--- config.mk ---
export PLATFORM = sky130hd
export DESIGN_NAME = radix_digit_converter
export DESIGN_NICKNAME = d
export VERILOG_FILES = /design/src/rtl/rdc_pkg.sv /design/src/rtl/rdc_ram.sv /design/src/rtl/rdc_alpha_check.sv /design/src/rtl/rdc_quot_unit.sv /design/src/rtl/radix_digit_converter.sv
export SDC_FILE = /design/constraint.sdc
export NUM_CORES = 2
export LEC_CHECK = 0
export ABC_AREA = 0
export BUFFER_PORTS_ARGS = -buffer_cell sky130_fd_sc_hd__buf_2
export CAP_MARGIN = 30
export CORE_MARGIN = 4
export CORE_UTILIZATION = 35
export CTS_BUF_LIST = sky130_fd_sc_hd__clkbuf_4 sky130_fd_sc_hd__clkbuf_8
export DETAILED_ROUTE_END_ITERATION = 7
export GPL_TIMING_DRIVEN = 0
export PLACE_DENSITY = 0.57
export RECOVER_POWER = 25
export SLEW_MARGIN = 5
export SYNTH_ARGS = -nofsm -noshare
export SYNTH_HDL_FRONTEND = slang
export SYNTH_SLANG_ARGS = --single-unit
--- constraint.sdc ---
create_clock -name clk -period 10.7 [get_ports clk]
set_clock_uncertainty 0.2 [all_clocks]
set_input_delay 1.605 -clock clk [delete_from_list [all_inputs] [get_ports clk]]
set_output_delay 1.605 -clock clk [all_outputs]
set_load 0.01 [all_outputs]
--- src/rtl/rdc_pkg.sv ---
// Shared types, constants and helpers for the radix digit converter.
// Used by every module under rtl/ except rdc_ram; depends on nothing else.
package rdc_pkg;

  localparam int unsigned SYM_COUNT = 16;
  localparam int unsigned SYM_W     = 8;
  localparam int unsigned LEN_W     = 5;
  localparam int unsigned DIGIT_W   = 4;
  localparam int unsigned CFG_W     = 64;
  localparam int unsigned CFG_IDX_W = 2;

  localparam logic [LEN_W-1:0] MAX_SYMBOLS   = 5'd16;
  localparam logic [SYM_W-1:0] PRINTABLE_MIN = 8'd32;
  localparam logic [SYM_W-1:0] MINUS_CHAR    = 8'h2D;
  localparam logic [SYM_W-1:0] PLUS_CHAR     = 8'h2B;

  localparam logic [CFG_IDX_W-1:0] REG_ALPHABET_LOW    = 2'd0;
  localparam logic [CFG_IDX_W-1:0] REG_ALPHABET_HIGH   = 2'd1;
  localparam logic [CFG_IDX_W-1:0] REG_ALPHABET_LENGTH = 2'd2;

  typedef enum logic [2:0] {
    ST_IDLE,
    ST_CHECK,
    ST_POW,
    ST_RD,
    ST_LOAD,
    ST_DIV,
    ST_OUT
  } state_t;

  typedef struct packed {
    logic done;
    logic bad;
  } chk_status_t;

  function automatic logic [SYM_W-1:0] symbol_at(input logic [CFG_W-1:0] lo,
                                                 input logic [CFG_W-1:0] hi,
                                                 input logic [DIGIT_W-1:0] k);
    logic [2*CFG_W-1:0] all;
    all = {hi, lo};
    return all[k*SYM_W +: SYM_W];
  endfunction

endpackage

--- src/rtl/rdc_ram.sv ---
// Generic single-write, single-read RAM with a registered read port.
// Stand-alone; no package needed.
module rdc_ram #(
  parameter int unsigned WIDTH = 31,
  parameter int unsigned DEPTH = 31
) (
  input  logic                     clk,
  input  logic                     we,
  input  logic [$clog2(DEPTH)-1:0] waddr,
  input  logic [WIDTH-1:0]         wdata,
  input  logic [$clog2(DEPTH)-1:0] raddr,
  output logic [WIDTH-1:0]         rd_data_r
);

  logic [WIDTH-1:0] mem [DEPTH];

  always_ff @(posedge clk) begin
    if (we) begin
      mem[waddr] <= wdata;
    end
    rd_data_r <= mem[raddr];
  end

endmodule

--- src/rtl/rdc_alpha_check.sv ---
// Alphabet checker: walks the symbols in use one per cycle and compares each
// against all later symbols at once. Depends on rdc_pkg.
module rdc_alpha_check (
  input  logic                          clk,
  input  logic                          rst_n,
  input  logic                          start,
  input  logic [rdc_pkg::CFG_W-1:0]     alpha_lo,
  input  logic [rdc_pkg::CFG_W-1:0]     alpha_hi,
  input  logic [rdc_pkg::LEN_W-1:0]     alpha_len,
  output rdc_pkg::chk_status_t          status
);
  import rdc_pkg::*;

  logic               busy_r, busy_nxt;
  logic [DIGIT_W-1:0] idx_r, idx_nxt;
  logic               done_r, done_nxt;
  logic               bad_r, bad_nxt;

  logic [SYM_W-1:0] syms [SYM_COUNT];
  logic [SYM_W-1:0] cur;
  logic             dup;
  logic             hit;
  logic             at_end;

  always_comb begin
    for (int b = 0; b < SYM_COUNT; b++) begin
      syms[b] = symbol_at(alpha_lo, alpha_hi, DIGIT_W'(b));
    end
    cur = syms[idx_r];
    dup = 1'b0;
    for (int b = 0; b < SYM_COUNT; b++) begin
      if ((DIGIT_W'(b) > idx_r) && (LEN_W'(b) < alpha_len) && (syms[b] == cur)) begin
        dup = 1'b1;
      end
    end
    hit    = (cur < PRINTABLE_MIN) || (cur == MINUS_CHAR) || (cur == PLUS_CHAR) || dup;
    at_end = ({1'b0, idx_r} == (alpha_len - 5'd1));
  end

  always_comb begin
    done_nxt = 1'b0;
    bad_nxt  = bad_r;
    busy_nxt = busy_r;
    idx_nxt  = idx_r;
    if (start) begin
      if ((alpha_len < 5'd2) || (alpha_len > MAX_SYMBOLS)) begin
        done_nxt = 1'b1;
        bad_nxt  = 1'b1;
      end else begin
        busy_nxt = 1'b1;
        idx_nxt  = '0;
      end
    end else if (busy_r) begin
      if (hit) begin
        done_nxt = 1'b1;
        bad_nxt  = 1'b1;
        busy_nxt = 1'b0;
      end else if (at_end) begin
        done_nxt = 1'b1;
        bad_nxt  = 1'b0;
        busy_nxt = 1'b0;
      end else begin
        idx_nxt = idx_r + 4'd1;
      end
    end
  end

  always_ff @(posedge clk) begin
    if (!rst_n) begin
      busy_r <= 1'b0;
      done_r <= 1'b0;
      bad_r  <= 1'b0;
      idx_r  <= '0;
    end else begin
      busy_r <= busy_nxt;
      done_r <= done_nxt;
      bad_r  <= bad_nxt;
      idx_r  <= idx_nxt;
    end
  end

  assign status.done = done_r;
  assign status.bad  = bad_r;

endmodule

--- src/rtl/rdc_quot_unit.sv ---
// Shared compare-subtract unit: finds a 4-bit quotient of the running value
// by a radix power, one quotient bit per cycle. Depends on rdc_pkg.
module rdc_quot_unit #(
  parameter int unsigned VALUE_BITS = 31
) (
  input  logic                        clk,
  input  logic                        rst_n,
  input  logic                        start,
  input  logic [VALUE_BITS-1:0]       dividend,
  input  logic [VALUE_BITS-1:0]       divisor,
  output logic                        done,
  output logic [rdc_pkg::DIGIT_W-1:0] quotient,
  output logic [VALUE_BITS-1:0]       remainder
);
  import rdc_pkg::*;

  localparam int unsigned WIDE = VALUE_BITS + DIGIT_W;

  logic                  busy_r;
  logic                  done_r;
  logic [1:0]            j_r;
  logic [VALUE_BITS-1:0] rem_r;
  logic [VALUE_BITS-1:0] div_r;
  logic [DIGIT_W-1:0]    q_r;

  logic [WIDE-1:0] trial;
  logic            fits;

  assign trial = {{DIGIT_W{1'b0}}, div_r} << j_r;
  assign fits  = ({{DIGIT_W{1'b0}}, rem_r} >= trial);

  always_ff @(posedge clk) begin
    if (!rst_n) begin
      busy_r <= 1'b0;
      done_r <= 1'b0;
      j_r    <= '0;
    end else begin
      done_r <= busy_r && !start && (j_r == 2'd0);
      if (start) begin
        busy_r <= 1'b1;
        j_r    <= 2'd3;
      end else if (busy_r) begin
        j_r <= j_r - 2'd1;
        if (j_r == 2'd0) begin
          busy_r <= 1'b0;
        end
      end
    end
  end

  always_ff @(posedge clk) begin
    if (start) begin
      rem_r <= dividend;
      div_r <= divisor;
      q_r   <= '0;
    end else if (busy_r && fits) begin
      rem_r    <= rem_r - trial[VALUE_BITS-1:0];
      q_r[j_r] <= 1'b1;
    end
  end

  assign done      = done_r;
  assign quotient  = q_r;
  assign remainder = rem_r;

endmodule

--- src/rtl/radix_digit_converter.sv ---
// Top level of the radix digit converter: configuration registers, sequencer,
// power table RAM, alphabet checker and shared quotient unit. Depends on rdc_pkg.
//
//   channel | direction | handshake              | payload
//   in_     | slave     | in_tvalid / in_tready   | in_tdata = value
//   out_    | master    | out_tvalid / out_tready | tdata = digit_char, tlast, tuser
//   cfg_    | write     | cfg_we                  | cfg_index, cfg_wdata
//
// One value at a time; in_tready is high only while idle.
// The alphabet checker rejects a bad length without walking the symbols.
// The power table is built one entry per digit; then each digit takes a RAM read, a load,
// four quotient steps, the unit's done flag and the output transfer, in that order.
// A stalled result holds the sequencer. Synchronous active-low reset clears control state.
module radix_digit_converter #(
  parameter int unsigned VALUE_BITS = 31
) (
  input  logic                                clk,
  input  logic                                rst_n,
  input  logic                                in_tvalid,
  output logic                                in_tready,
  input  logic [((VALUE_BITS+7)/8)*8-1:0]     in_tdata,   // value, zero padded
  output logic                                out_tvalid,
  input  logic                                out_tready,
  output logic [rdc_pkg::SYM_W-1:0]           out_tdata,  // digit_char
  output logic                                out_tlast,
  output logic                                out_tuser,  // bad_alphabet
  input  logic                                cfg_we,
  input  logic [rdc_pkg::CFG_IDX_W-1:0]       cfg_index,
  input  logic [rdc_pkg::CFG_W-1:0]           cfg_wdata
);
  import rdc_pkg::*;

  localparam int unsigned IDX_W  = $clog2(VALUE_BITS);
  localparam int unsigned PROD_W = VALUE_BITS + LEN_W;

  logic [CFG_W-1:0] alpha_lo_r, alpha_hi_r;
  logic [LEN_W-1:0] alpha_len_r;

  state_t                state_r, state_nxt;
  logic [VALUE_BITS-1:0] v_r, v_nxt;
  logic [VALUE_BITS-1:0] p_r, p_nxt;
  logic [IDX_W-1:0]      idx_r, idx_nxt;
  logic                  ovalid_r, ovalid_nxt;
  logic [SYM_W-1:0]      odata_r, odata_nxt;
  logic                  olast_r, olast_nxt;
  logic                  ouser_r, ouser_nxt;

  logic                  chk_start;
  chk_status_t           chk;
  logic                  q_start;
  logic                  q_done;
  logic [DIGIT_W-1:0]    q_digit;
  logic [VALUE_BITS-1:0] q_rem;
  logic                  ram_we;
  logic [VALUE_BITS-1:0] ram_rd_data;
  logic [PROD_W-1:0]     prod;

  always_ff @(posedge clk) begin
    if (!rst_n) begin
      alpha_lo_r  <= '0;
      alpha_hi_r  <= '0;
      alpha_len_r <= '0;
    end else if (cfg_we) begin
      unique case (cfg_index)
        REG_ALPHABET_LOW:    alpha_lo_r  <= cfg_wdata;
        REG_ALPHABET_HIGH:   alpha_hi_r  <= cfg_wdata;
        REG_ALPHABET_LENGTH: alpha_len_r <= cfg_wdata[LEN_W-1:0];
        default: ;
      endcase
    end
  end

  rdc_alpha_check u_check (
    .clk       (clk),
    .rst_n     (rst_n),
    .start     (chk_start),
    .alpha_lo  (alpha_lo_r),
    .alpha_hi  (alpha_hi_r),
    .alpha_len (alpha_len_r),
    .status    (chk)
  );

  // Powers of the radix, lowest first; read back from the top down.
  rdc_ram #(
    .WIDTH (VALUE_BITS),
    .DEPTH (VALUE_BITS)
  ) u_pow_ram (
    .clk       (clk),
    .we        (ram_we),
    .waddr     (idx_r),
    .wdata     (p_r),
    .raddr     (idx_r),
    .rd_data_r (ram_rd_data)
  );

  rdc_quot_unit #(
    .VALUE_BITS (VALUE_BITS)
  ) u_quot (
    .clk       (clk),
    .rst_n     (rst_n),
    .start     (q_start),
    .dividend  (v_r),
    .divisor   (ram_rd_data),
    .done      (q_done),
    .quotient  (q_digit),
    .remainder (q_rem)
  );

  assign prod = PROD_W'(p_r) * PROD_W'(alpha_len_r);

  always_comb begin
    state_nxt  = state_r;
    v_nxt      = v_r;
    p_nxt      = p_r;
    idx_nxt    = idx_r;
    ovalid_nxt = ovalid_r;
    odata_nxt  = odata_r;
    olast_nxt  = olast_r;
    ouser_nxt  = ouser_r;
    chk_start  = 1'b0;
    q_start    = 1'b0;
    ram_we     = 1'b0;
    unique case (state_r)
      ST_IDLE: begin
        if (in_tvalid) begin
          v_nxt     = in_tdata[VALUE_BITS-1:0];
          chk_start = 1'b1;
          state_nxt = ST_CHECK;
        end
      end
      ST_CHECK: begin
        if (chk.done) begin
          if (chk.bad) begin
            odata_nxt  = '0;
            olast_nxt  = 1'b1;
            ouser_nxt  = 1'b1;
            ovalid_nxt = 1'b1;
            state_nxt  = ST_OUT;
          end else begin
            p_nxt     = {{(VALUE_BITS-1){1'b0}}, 1'b1};
            idx_nxt   = '0;
            state_nxt = ST_POW;
          end
        end
      end
      ST_POW: begin
        ram_we = 1'b1;
        // Stop once the next power exceeds the value; idx_r is then the top digit.
        if (prod > {{LEN_W{1'b0}}, v_r}) begin
          state_nxt = ST_RD;
        end else begin
          p_nxt   = prod[VALUE_BITS-1:0];
          idx_nxt = idx_r + IDX_W'(1);
        end
      end
      ST_RD: begin
        state_nxt = ST_LOAD;
      end
      ST_LOAD: begin
        q_start   = 1'b1;
        state_nxt = ST_DIV;
      end
      ST_DIV: begin
        if (q_done) begin
          v_nxt      = q_rem;
          odata_nxt  = symbol_at(alpha_lo_r, alpha_hi_r, q_digit);
          olast_nxt  = (idx_r == '0);
          ouser_nxt  = 1'b0;
          ovalid_nxt = 1'b1;
          state_nxt  = ST_OUT;
        end
      end
      ST_OUT: begin
        if (out_tready) begin
          ovalid_nxt = 1'b0;
          if (olast_r) begin
            state_nxt = ST_IDLE;
          end else begin
            idx_nxt   = idx_r - IDX_W'(1);
            state_nxt = ST_RD;
          end
        end
      end
      default: begin
        state_nxt = ST_IDLE;
      end
    endcase
  end

  always_ff @(posedge clk) begin
    if (!rst_n) begin
      state_r  <= ST_IDLE;
      ovalid_r <= 1'b0;
      idx_r    <= '0;
    end else begin
      state_r  <= state_nxt;
      ovalid_r <= ovalid_nxt;
      idx_r    <= idx_nxt;
    end
  end

  always_ff @(posedge clk) begin
    v_r     <= v_nxt;
    p_r     <= p_nxt;
    odata_r <= odata_nxt;
    olast_r <= olast_nxt;
    ouser_r <= ouser_nxt;
  end

  assign in_tready  = (state_r == ST_IDLE);
  assign out_tvalid = ovalid_r;
  assign out_tdata  = odata_r;
  assign out_tlast  = olast_r;
  assign out_tuser  = ouser_r;

endmodule
Yosys cells after proc, flatten, opt, wreduce, memory -nomap -nowiden --
Memories as Yosys holds them, arrays and structs flattened. A register that Yosys moved wholly into a read port is not among the register bits. Index checks and enable logic that the tools add are counted.
Word-level totals: register bits 291, latch bits 0, memory bits (writable) 961, bits in read-only memories 0, logic and storage cells 266, memories kept 1
Memories:
- u_pow_ram.mem | depth 31, bits a word 31, read ports 1, clocked after Yosys merged registers in 1, wr ports 1, line rdc_ram.sv:15 | logic [WIDTH-1:0] mem [DEPTH];
Cells by class: add/subtract/negate cells 6, $mul 1, div/mod/pow operators 0, magnitude comparators 40, equal/unequal tests 40, shifts and indexed selects 2, mux-type cells 88, bitwise operators 2, reductions and logical operators 65
Operators with widths (count):
- $mux 31 | 7
- $eq 8x8->1 | 16
- $shiftx 128x8->8 | 1
- $pmux 31 s2 | 2
- $mux 1 | 47
- $lt 4x5->1 const A | 8
- $mux 8 | 5
- $gt 36x31->1 | 1
- $logic_and 1x1->1 | 36
- $mul 31x5->36 | 1
- $ge 31x35->1 | 1
- $shl 31x2->35 | 1
- $bmux 8 s4 | 1
- $gt 4x4->1 const A | 8
- $sub 31x31->31 | 1
- $mux 5 | 5
- $pmux 3 s7 | 1
- $lt 3x5->1 const A | 4
- $mux 4 | 5
- $mux 3 | 6
- $ne 2x2->1 const B | 9
- $eq 8x6->1 const B | 2
- $gt 3x4->1 const A | 4
- $pmux 8 s2 | 1
- other kinds (40) | 71

Depth between registers and ports, before layout --
word-level depth 26, gate-level depth with buffers 33, mapped depth without buffers 30

Cells and area by module --
A second synthesis with hierarchy kept.
Unflattened totals: cells, all modules 4456, area total of the unflattened synthesis 61888.1 µm²
By module, submodules not included:
- rdc_ram | instances 1, cells each 1813, area each 37773.7 µm²
- radix_digit_converter | instances 1, cells each 1636, area each 15004.4 µm²
- rdc_quot_unit | instances 1, cells each 513, area each 5132.4 µm²
- rdc_alpha_check | instances 1, cells each 494, area each 3977.6 µm²

Worst setup path after synthesis --
OpenSTA, ideal clock, no wires.
path type flip-flop to flip-flop, from reg alpha_len_r[4], to reg p_r[0] (enable), library setup time 429 ps, data arrival time 8518 ps, required time 10071 ps, setup slack 1552 ps, stages on the path, launching flop included 32, period minus slack after synthesis 9148 ps, path through dfxtp_1 clkbuf_1 clkbuf_1 buf_1 nand2_1 fa_1 fa_1 fa_1 inv_1 ha_1 nand3_1 nor2_1 o311ai_1 a21oi_1 a21boi_0 o21bai_1 a21o_1 a221o_1 a31o_2 xor2_1 ha_1 nand4_1 nor3_1 nand4_1 o21ai_0 o21ai_0 o31a_1 nor4b_1 o311ai_0 nor3_1 nand3b_1 a21oi_1
On the way: word-level cells in the longest chain between the ends 4
RTL lines:
- start, declared | line radix_digit_converter.sv:37 | logic [LEN_W-1:0] alpha_len_r;
- start signal, assigned | line radix_digit_converter.sv:67 | REG_ALPHABET_LENGTH: alpha_len_r <= cfg_wdata[LEN_W-1:0];
- $mul 31x5->36 | line radix_digit_converter.sv:109 | assign prod = PROD_W'(p_r) * PROD_W'(alpha_len_r);
- named net prod[23] | line radix_digit_converter.sv:56 | logic [PROD_W-1:0] prod;
- $gt 36x31->1 | line radix_digit_converter.sv:149 | if (prod > {{LEN_W{1'b0}}, v_r}) begin
- $ne 2x2->1 (no line)
- $reduce_and 4->1 (no line)
- end signal, assigned | line radix_digit_converter.sv:204 | p_r <= p_nxt;
- end, declared | line radix_digit_converter.sv:41 | logic [VALUE_BITS-1:0] p_r, p_nxt;
The timed path passes the listed nets, and every way through them passes these cells. A chain may end at the register's enable or synchronous reset.

Worst setup path after layout --
from reg alpha_len_r[4], to reg p_r[13] (enable)
The elaborated chain is that of the path after synthesis.

==> flow_summary.ini <==
[floorplan]
top_level_ports = 115
start_util = 0.353
fp.dieArea_um2 = 182000
core-area_um2 = 174000
rows = 153
die_w_um = 427
die_height_um = 427

[routing]
remaining_drc_errors = 0
num_vias = 40500
drt_wl_total_um = 210000
route.antenna.remaining_nets = 0
drtIter0Drc = 4190
first_pass_iters = 8
wire_per_inst_um = 28.8
viasPerCell = 5.57

[clocking]
cts-buffers-inserted = 209
cts_tree = yes
cts-root-buf = clkbuf_8
clk_path_buf_depth = 3
clk_latency_ns = 0.96
clkTransAtPathRegs_ns = 0.07
holdBufCountCts = 0
htree_levels = 4
clock-sinks = 1283

[synth]
synth_seq_cells = 1283
synth_top_family_by_area = multiplexers
synth.avg_cell_area_um2 = 14.2
synthCells = 4339
synth_fa_ha_area_frac = 0.0530
synth-simple-area-share = 0.0848
synth-edff-count = 1095
synthMuxAreaShare = 0.129
synthArstFlopShare = 0
synth_compound_area_frac = 0.0836
ys_seq_area_frac = 0.596
syn-num-nets = 4649
synth_area_um2 = 61500
synth_cell_type_count = 95
ys.warnings.count = 0
synth_xor_xnor_area_share = 0.0247
synth-main-ff-cell = edfxtp_1

[setup_path]
rr_endpoint = p_r[13]
crit_fanout = 14
worstReg2RegStart = alpha_len_r[4]
rr_worst_depth = 34
slowest_stage = fa_1
worstPathRequired_ns = 11.14
crit_type = register to register
crit_path_start_kind = register
crit_top_cell = fa_1
reg2reg_slack_ns = 0.58
critPathArrivalTime_ns = 10.56
max_stage_delay_ns = 0.55
critPathCaptureType = register

[sta]
hold_slack_ns = 0.174
maxSlewViolCount = 32
tightestPinTransition_ns = 1.52
relSlewSlack = -0.0131
rsz0062_at_grt = false
fmax_mhz = 98.8
min_period_ns = 10.12
hold_viol_final = 0
period_share = 0.946
setup_viol_count_final = 0

[global_routing]
grt_max_degree = 37
grt_pass1_wl_um = 294000
grt_pass1_vias = 40000
grt_usage = 0.226
grt-ovfl-total = 0
antenna_found_initial = 11

[layout]
mostFrequentLayoutCell = edfxtp_1
drive_gt1_frac = 0.203
layout.nets = 5102
syn_to_final_growth_pct = 16.7
fillers = 16000
layout_common_cells = edfxtp_1, nand2_1, mux4_2

[min_path]
hold_end = u_quot.div_r[3]
min-delay-start = u_pow_ram.rd_data_r[3]
holdPathStages = 0
hold_path_class = register to register

[place]
gp_congestion = 0.956
portBuffers = 112
dp_hpwl_um = 154000

[pwr]
p_leak_uw = 0.0243
power_density_nw_per_um2 = 172
power_uw = 12400
ir_drop_mv = 0.186

[run]
maxCapViolations = 1

[run_status]
violations = max-capacitance violations, max-slew violations
status = finished with violations
-- logic make-up (layout without fill, tap and decap cells) --
| family | Yosys count | after routing |
|---|---|---|
| buf+inv | 428 | 1042 |
| mux | 427 | 427 |
| fa+ha+maj | 207 | 207 |
| compound gates | 749 | 749 |
| flops | 1283 | 1283 |
| simple gates | 1072 | 1072 |
| xor+xnor | 173 | 173 |
| other cells | 0 | 3 |
-- power by group --
group,internal [µW],leakage [µW],switching [µW]
sequential,5790,0.0114,169
combinational,694,0.0106,1160
clock,2470,0.00233,2080
-- area by class of cell --
class,count,area (µm²),share of cell area
Antenna cell,3,7.51,0.000105
Buffer,252,1100,0.0154
Clock buffer,288,3560,0.0497
Clock inverter,84,906,0.0126
Inverter,176,661,0.00921
Multi-Input combinational cell,2628,23300,0.325
Sequential cell,1283,36600,0.511
Tap cell,2325,2910,0.0406
Timing Repair Buffer,242,2610,0.0363
-- cells in the mapped netlist, types with 38 or more instances --
cell type	n	area, µm²
clkbuf_1	168	631
nand4_1	49	307
a21oi_1	172	861
xor2_1	72	631
nor2_1	192	721
nor2b_1	44	275
nor3_1	45	225
and2_1	144	901
edfxtp_1	1095	32900
dfxtp_1	188	3760
a22oi_1	105	788
a21o_1	42	315
buf_1	54	203
o21ai_0	81	405
mux2i_1	95	951
ha_1	118	1480
xnor2_1	101	885
fa_1	89	1780
nand3_1	54	270
mux2_2	38	428
inv_1	174	653
a21boi_0	144	1080
mux4_2	284	6400
nand2_1	412	1550
-- stage by stage --
step | cell area (µm²) | worst slack [ns] | std cells | util | setup TNS [ns]
after floorplan | 61500 | 1.55 | 4339 | - | 0
after global placement | 64900 | -2.47 | 6776 | 0.373 | -76.33
after detailed placement | 67500 | -0.584 | 6895 | 0.387 | -15.44
after CTS | 72000 | 0.126 | 7270 | 0.413 | 0
after global routing | 71700 | 0.0508 | 7280 | 0.412 | 0
final | 71700 | 0.582 | 7281 | 0.412 | 0
-- metal layers --
layer / vias up / track usage / part of all wire / wire, µm
met2: 1822 / 0.356 / 0.46 / 96200
met3: 371 / 0.0587 / 0.092 / 19400
li1: 17400 / - / - / -
met4: 6 / 0.0748 / 0.036 / 7470
met5: - / 0 / 0.00021 / 45
met1: 20900 / 0.306 / 0.41 / 86700
-- worst max-delay path by stage --
stage               slack (ns)      end  depth (start not counted)            from
floorplan                 1.55   p_r[0]                         31  alpha_len_r[4]
CTS                       0.13  p_r[13]                         34  alpha_len_r[4]
finish                    0.58  p_r[13]                         34  alpha_len_r[4]
detailed placement       -0.58  p_r[18]                         33  alpha_len_r[4]
global route              0.05  p_r[13]                         34  alpha_len_r[4]
global placement         -2.47  p_r[16]                         31  alpha_len_r[4]
-- repair_timing --
item,in CTS,in global routing
hold endpoints to repair,0,0
buffers inserted,3,0
setup endpoints to repair,31,36
gates resized for setup,1,4
pin swaps,1,0
-- critical path: cells and delay by family, from the launching register on --
kind | cells | cell delay (ns)
simple gates | 8 | 2.03
fa+ha+maj | 5 | 2.17
buf+inv | 7 | 1.74
xor+xnor | 1 | 0.16
compound gates | 13 | 3.14
flops | 1 | 0.32
-- sequential cells by signal, indices dropped and copies added (netlist names), 2 cells and up --
signal,cells
p_r,31
state_r,3
idx_r,5
u_pow_ram.rd_data_r,31
u_pow_ram.mem,961
alpha_hi_r,64
u_quot.quotient,4
u_check.idx_r,4
out_tdata,8
u_quot.remainder,31
v_r,31
u_quot.j_r,2
alpha_lo_r,64
u_quot.div_r,31
alpha_len_r,5
Note: power is estimated with default switching activity, not from simulation.
